[config.mk]
export PLATFORM = sky130hd
export DESIGN_NAME = lhp_mod
export DESIGN_NICKNAME = d
export VERILOG_FILES = /design/src/hw/rtl/lhp_pkg.sv /design/src/hw/rtl/lhp_mod.sv
export SDC_FILE = /design/constraint.sdc
export NUM_CORES = 1
export LEC_CHECK = 0
export BUFFER_PORTS_ARGS = -buffer_cell sky130_fd_sc_hd__buf_2
export CAP_MARGIN = 20
export CORE_MARGIN = 1.5
export CORE_UTILIZATION = 35
export DETAILED_ROUTE_END_ITERATION = 10
export GPL_ROUTABILITY_DRIVEN = 0
export PLACE_DENSITY = 0.56
export SETUP_SLACK_MARGIN = 0.4
export SYNTH_ARGS = -nofsm -noshare
export SYNTH_HDL_FRONTEND = slang
export SYNTH_SLANG_ARGS = --single-unit
[constraint.sdc]
create_clock -name clk -period 9.1 [get_ports clk]
set_input_delay 0.91 -clock clk [delete_from_list [all_inputs] [get_ports clk]]
set_output_delay 0.91 -clock clk [all_outputs]
set_load 0.01 [all_outputs]
[src/hw/rtl/lhp_pkg.sv]
// Shared types and constants of the linear probe hash map unit.
package lhp_pkg;

  localparam int KEY_W  = 31;
  localparam int DATA_W = 32;
  localparam int CFG_W  = 9;
  localparam int MARK_W = 2;
  localparam int STAT_W = 2;

  localparam logic [CFG_W-1:0] SIZE_RESET = 9'd256;

  localparam logic [MARK_W-1:0] MARK_EMPTY = 2'd0;
  localparam logic [MARK_W-1:0] MARK_USED  = 2'd1;
  localparam logic [MARK_W-1:0] MARK_TOMB  = 2'd2;

  localparam logic [STAT_W-1:0] ST_OK        = 2'd0;
  localparam logic [STAT_W-1:0] ST_NOT_FOUND = 2'd1;
  localparam logic [STAT_W-1:0] ST_FULL      = 2'd2;

  localparam logic REG_ACTIVE_SIZE = 1'b0;

  typedef enum logic [1:0] {
    CMD_INSERT = 2'd0,
    CMD_REMOVE = 2'd1,
    CMD_SEARCH = 2'd2,
    CMD_NONE   = 2'd3
  } cmd_t;

  typedef enum logic [2:0] {
    S_CLEAR,
    S_IDLE,
    S_MOD,
    S_LOOK,
    S_CHK,
    S_ACT
  } state_t;

  typedef struct packed {
    logic mark_we;
    logic kv_we;
  } wr_en_t;

endpackage

[src/hw/rtl/lhp_mod.sv]
// Iterative remainder unit: key modulo table size, four bits per cycle.
module lhp_mod (
  input  logic                       clk,
  input  logic                       rst_n,
  input  logic                       start,
  input  logic [lhp_pkg::KEY_W-1:0]  dividend,
  input  logic [lhp_pkg::CFG_W-1:0]  divisor,
  output logic                       done,
  output logic [lhp_pkg::CFG_W-1:0]  rem
);

  localparam int NW = lhp_pkg::CFG_W;

  logic          busy_r, busy_nxt;
  logic          done_r, done_nxt;
  logic [2:0]    cnt_r, cnt_nxt;
  logic [31:0]   q_r, q_nxt;
  logic [NW-1:0] r_r, r_nxt;

  always_comb begin
    logic [NW:0]   t;
    logic [NW-1:0] r;
    busy_nxt = busy_r;
    done_nxt = 1'b0;
    cnt_nxt  = cnt_r;
    q_nxt    = q_r;
    r_nxt    = r_r;
    r        = r_r;
    t        = '0;
    if (start) begin
      busy_nxt = 1'b1;
      cnt_nxt  = '0;
      q_nxt    = {1'b0, dividend};
      r_nxt    = '0;
    end else if (busy_r) begin
      for (int i = 0; i < 4; i++) begin
        t = {r, q_r[31-i]};
        if (t >= {1'b0, divisor}) begin
          t = t - {1'b0, divisor};
        end
        r = t[NW-1:0];
      end
      r_nxt   = r;
      q_nxt   = {q_r[27:0], 4'd0};
      cnt_nxt = cnt_r + 3'd1;
      if (cnt_r == 3'd7) begin
        busy_nxt = 1'b0;
        done_nxt = 1'b1;
      end
    end
  end

  always_ff @(posedge clk) begin
    if (!rst_n) begin
      busy_r <= 1'b0;
      done_r <= 1'b0;
      cnt_r  <= '0;
    end else begin
      busy_r <= busy_nxt;
      done_r <= done_nxt;
      cnt_r  <= cnt_nxt;
    end
    q_r <= q_nxt;
    r_r <= r_nxt;
  end

  assign done = done_r;
  assign rem  = r_r;

endmodule

==> metrics.txt <==
Pre-antenna DRT Iters 4; worst slack, placed 0.0201 ns; pin count of the biggest net entering global routing 46; vias in the first global route 3028; antenna violations before repair 0; Post-synth EDFFs 31; WL/cell 16.0 µm; antenna diode instance count 0; Placed Instances 561; Yosys cell types 51; Final ANT Viol Nets 0; CP Buf/Inv Count 5; CP Launch Type primary input; Non-Filler Instances 575; Chip Width 107 µm; H-tree levels 2; max_cap viols 0; CP Capture Type flip-flop; worst-case hold slack 0.503 ns; Worst Path Max Fanout 12; CTS tree done; final WL 9190 µm; area of the multi-input gates approximately 2500 µm²; Post-Syn Area 3770 µm²; run status finished clean; die area about 11000 µm²; core area 10400 µm²; Clock Pin Slew Worst Setup and Hold Paths 0.08 ns; worst min path class flip-flop to flip-flop; IO Port Bufs 52; clock skew 0.0109 ns; endpoints failing setup 0; RSZ-0062 raised after global routing false; Post-Syn Nets 457; initial core utilization about 36%; Avg Vias per Cell 5.29; Primary FF master, synth edfxtp_1; Max-slew headroom 40.2%; Final WS setup 0.794 ns; CTS Root Cell clkbuf_8; Clock Sinks 46; Setup TNS 0 ns; Period minus WS final 8.31 ns; Slowest cell on crit path mux2_2; synthesized instance count 372; part of the Yosys area used for sequential elements 32.7%; synthesis-stage register bit count 46; Critical Path AT 8.51 ns; Detail Placement HPWL 7190 µm; max incr delay on CP just over 0.4 ns; CP delay by family, top compound AO/OA/AOI/OAI gates; DRC viols 0; Fill cells around 1000; I/O pin count 53; Max Transition Viols Final 0; share of post-route cells with drive strength above 1 31.0%; Max Fclk 120 MHz; Worst Setup Path Type primary input to flip-flop; worst-margin pin slew 0.898 ns; Syn. warnings 0; wire length of the first global-routing pass between 10000 and 15000 µm; GRT Total Usage 16.6%; CTS max path bufs 2; Post-CTS Hold Buffers 0; syn avg cell area 10.1 µm²; total CTS buffers 5; required time worst endpoint between 9 and 10 ns; Vias 3040; Layout area overhead 18.0%; Net count, final 523; Final Hold Fails 0; number of DRC markers in iteration 0 roughly 170; top cells by area, synth edfxtp_1, ha_1, mux2_2, dfxtp_1, xnor2_1; largest area contributor in the netlist edfxtp_1; Tcrit/Tclk final 91.3%; Reg area around 1200 µm²; chip height 107 µm; post-synth top area share 24.7%; gr ovfl total 0; # rows 37; Async S/R FF share, synth 0%; Clock Latency Late Sink around 0.30 ns
worst reg2reg max path: cells and delay by family, from the launching register on:
kind	cells	cell delay, ns
compound gates	17	3.27
fa+ha+maj	5	1.52
buf+inv	5	0.71
flops	1	0.31
mux	5	1.55
simple gates	3	0.50
Yosys cell counts, types with 6 or more instances:
cell / instances
nor2_1: 27
edfxtp_1: 31
nand2b_1: 8
dfxtp_1: 15
nand2_1: 15
inv_1: 23
o21ai_0: 13
a21o_1: 10
and2_1: 6
xnor2_1: 16
ha_1: 38
a21oi_1: 22
xor2_1: 9
mux2i_1: 13
a211oi_1: 12
mux2_2: 36
what timing repair did:
action                                 CTS  global route
setup endpoints to repair                2             9
gates cloned                             0             1
endpoints found under the hold margin    0             0
buffers inserted                         2             3
gates resized for setup                  1            14
pin swaps                                1             5
cells by family after synthesis:
kind of cell	share of synthesized area [%]
AOI/OAI and AO/OA	16.9
adders and majority gates	14.8
buffers and inverters	3.42
DFF	32.7
muxes	15.8
and+or+nand+nor	10.6
xor gates and xnor gates	5.81
registers in the layout, summed over array words and instances (netlist names):
signal	flops
done	1
q_r	32
busy_r	1
rem	9
cnt_r	3
metal layers:
metal | part of all wire, % | track usage (%) | wire [µm] | vias up
met4 | 1.5 | 4.29 | 138 | 0
met2 | 46 | 27.2 | 4260 | 76
met5 | 0 | 0 | 0 | -
li1 | - | - | - | 1516
met1 | 47 | 22.1 | 4330 | 1435
met3 | 5.0 | 3.83 | 462 | 13
stage by stage:
stage	utilization (%)	cell area, µm²
floorplan	-	3780
global placement	40.9	4250
detailed placement	40.9	4250
CTS	42.0	4360
global route	42.9	4440
finish	42.9	4440
final cells by class:
class                      instances  area share (%)
clock buffer                       5            1.55
tap                              136            3.83
timing repair buffer              67            8.47
multi-input combinational        294            55.9
sequential                        46            27.7
inverter                          24            2.03
clock inverter                     3           0.479
layout by cell type (no fill, tap or decap), drive strengths merged, types with 5 or more instances in the layout:
master,Yosys,final
inv,24,24
ha,38,38
buf,5,67
dfxtp,15,15
mux2,37,37
a21oi,22,22
and2,6,6
a211oi,14,14
nand2b,8,8
nand4,5,5
xor2,9,9
clkbuf,4,5
a21o,10,10
nand2,15,15
o21a,5,5
nor2,27,27
o31ai,5,5
o21ai,15,15
mux2i,15,16
edfxtp,31,31
xnor2,16,16
worst paths after layout:
check | from | end | slack, ns | depth (start not counted)
setup / recovery | divisor[0] | rem[0] | 0.79 | 35
hold reg to reg | q_r[27] | q_r[31] | 0.50 | 2
hold / removal | q_r[27] | q_r[31] | 0.50 | 2
setup reg to reg | q_r[31] | rem[0] | 1.17 | 35
Power is not shown: default switching activity piles up to over one toggle a cycle in this logic, so the estimate is an artifact.
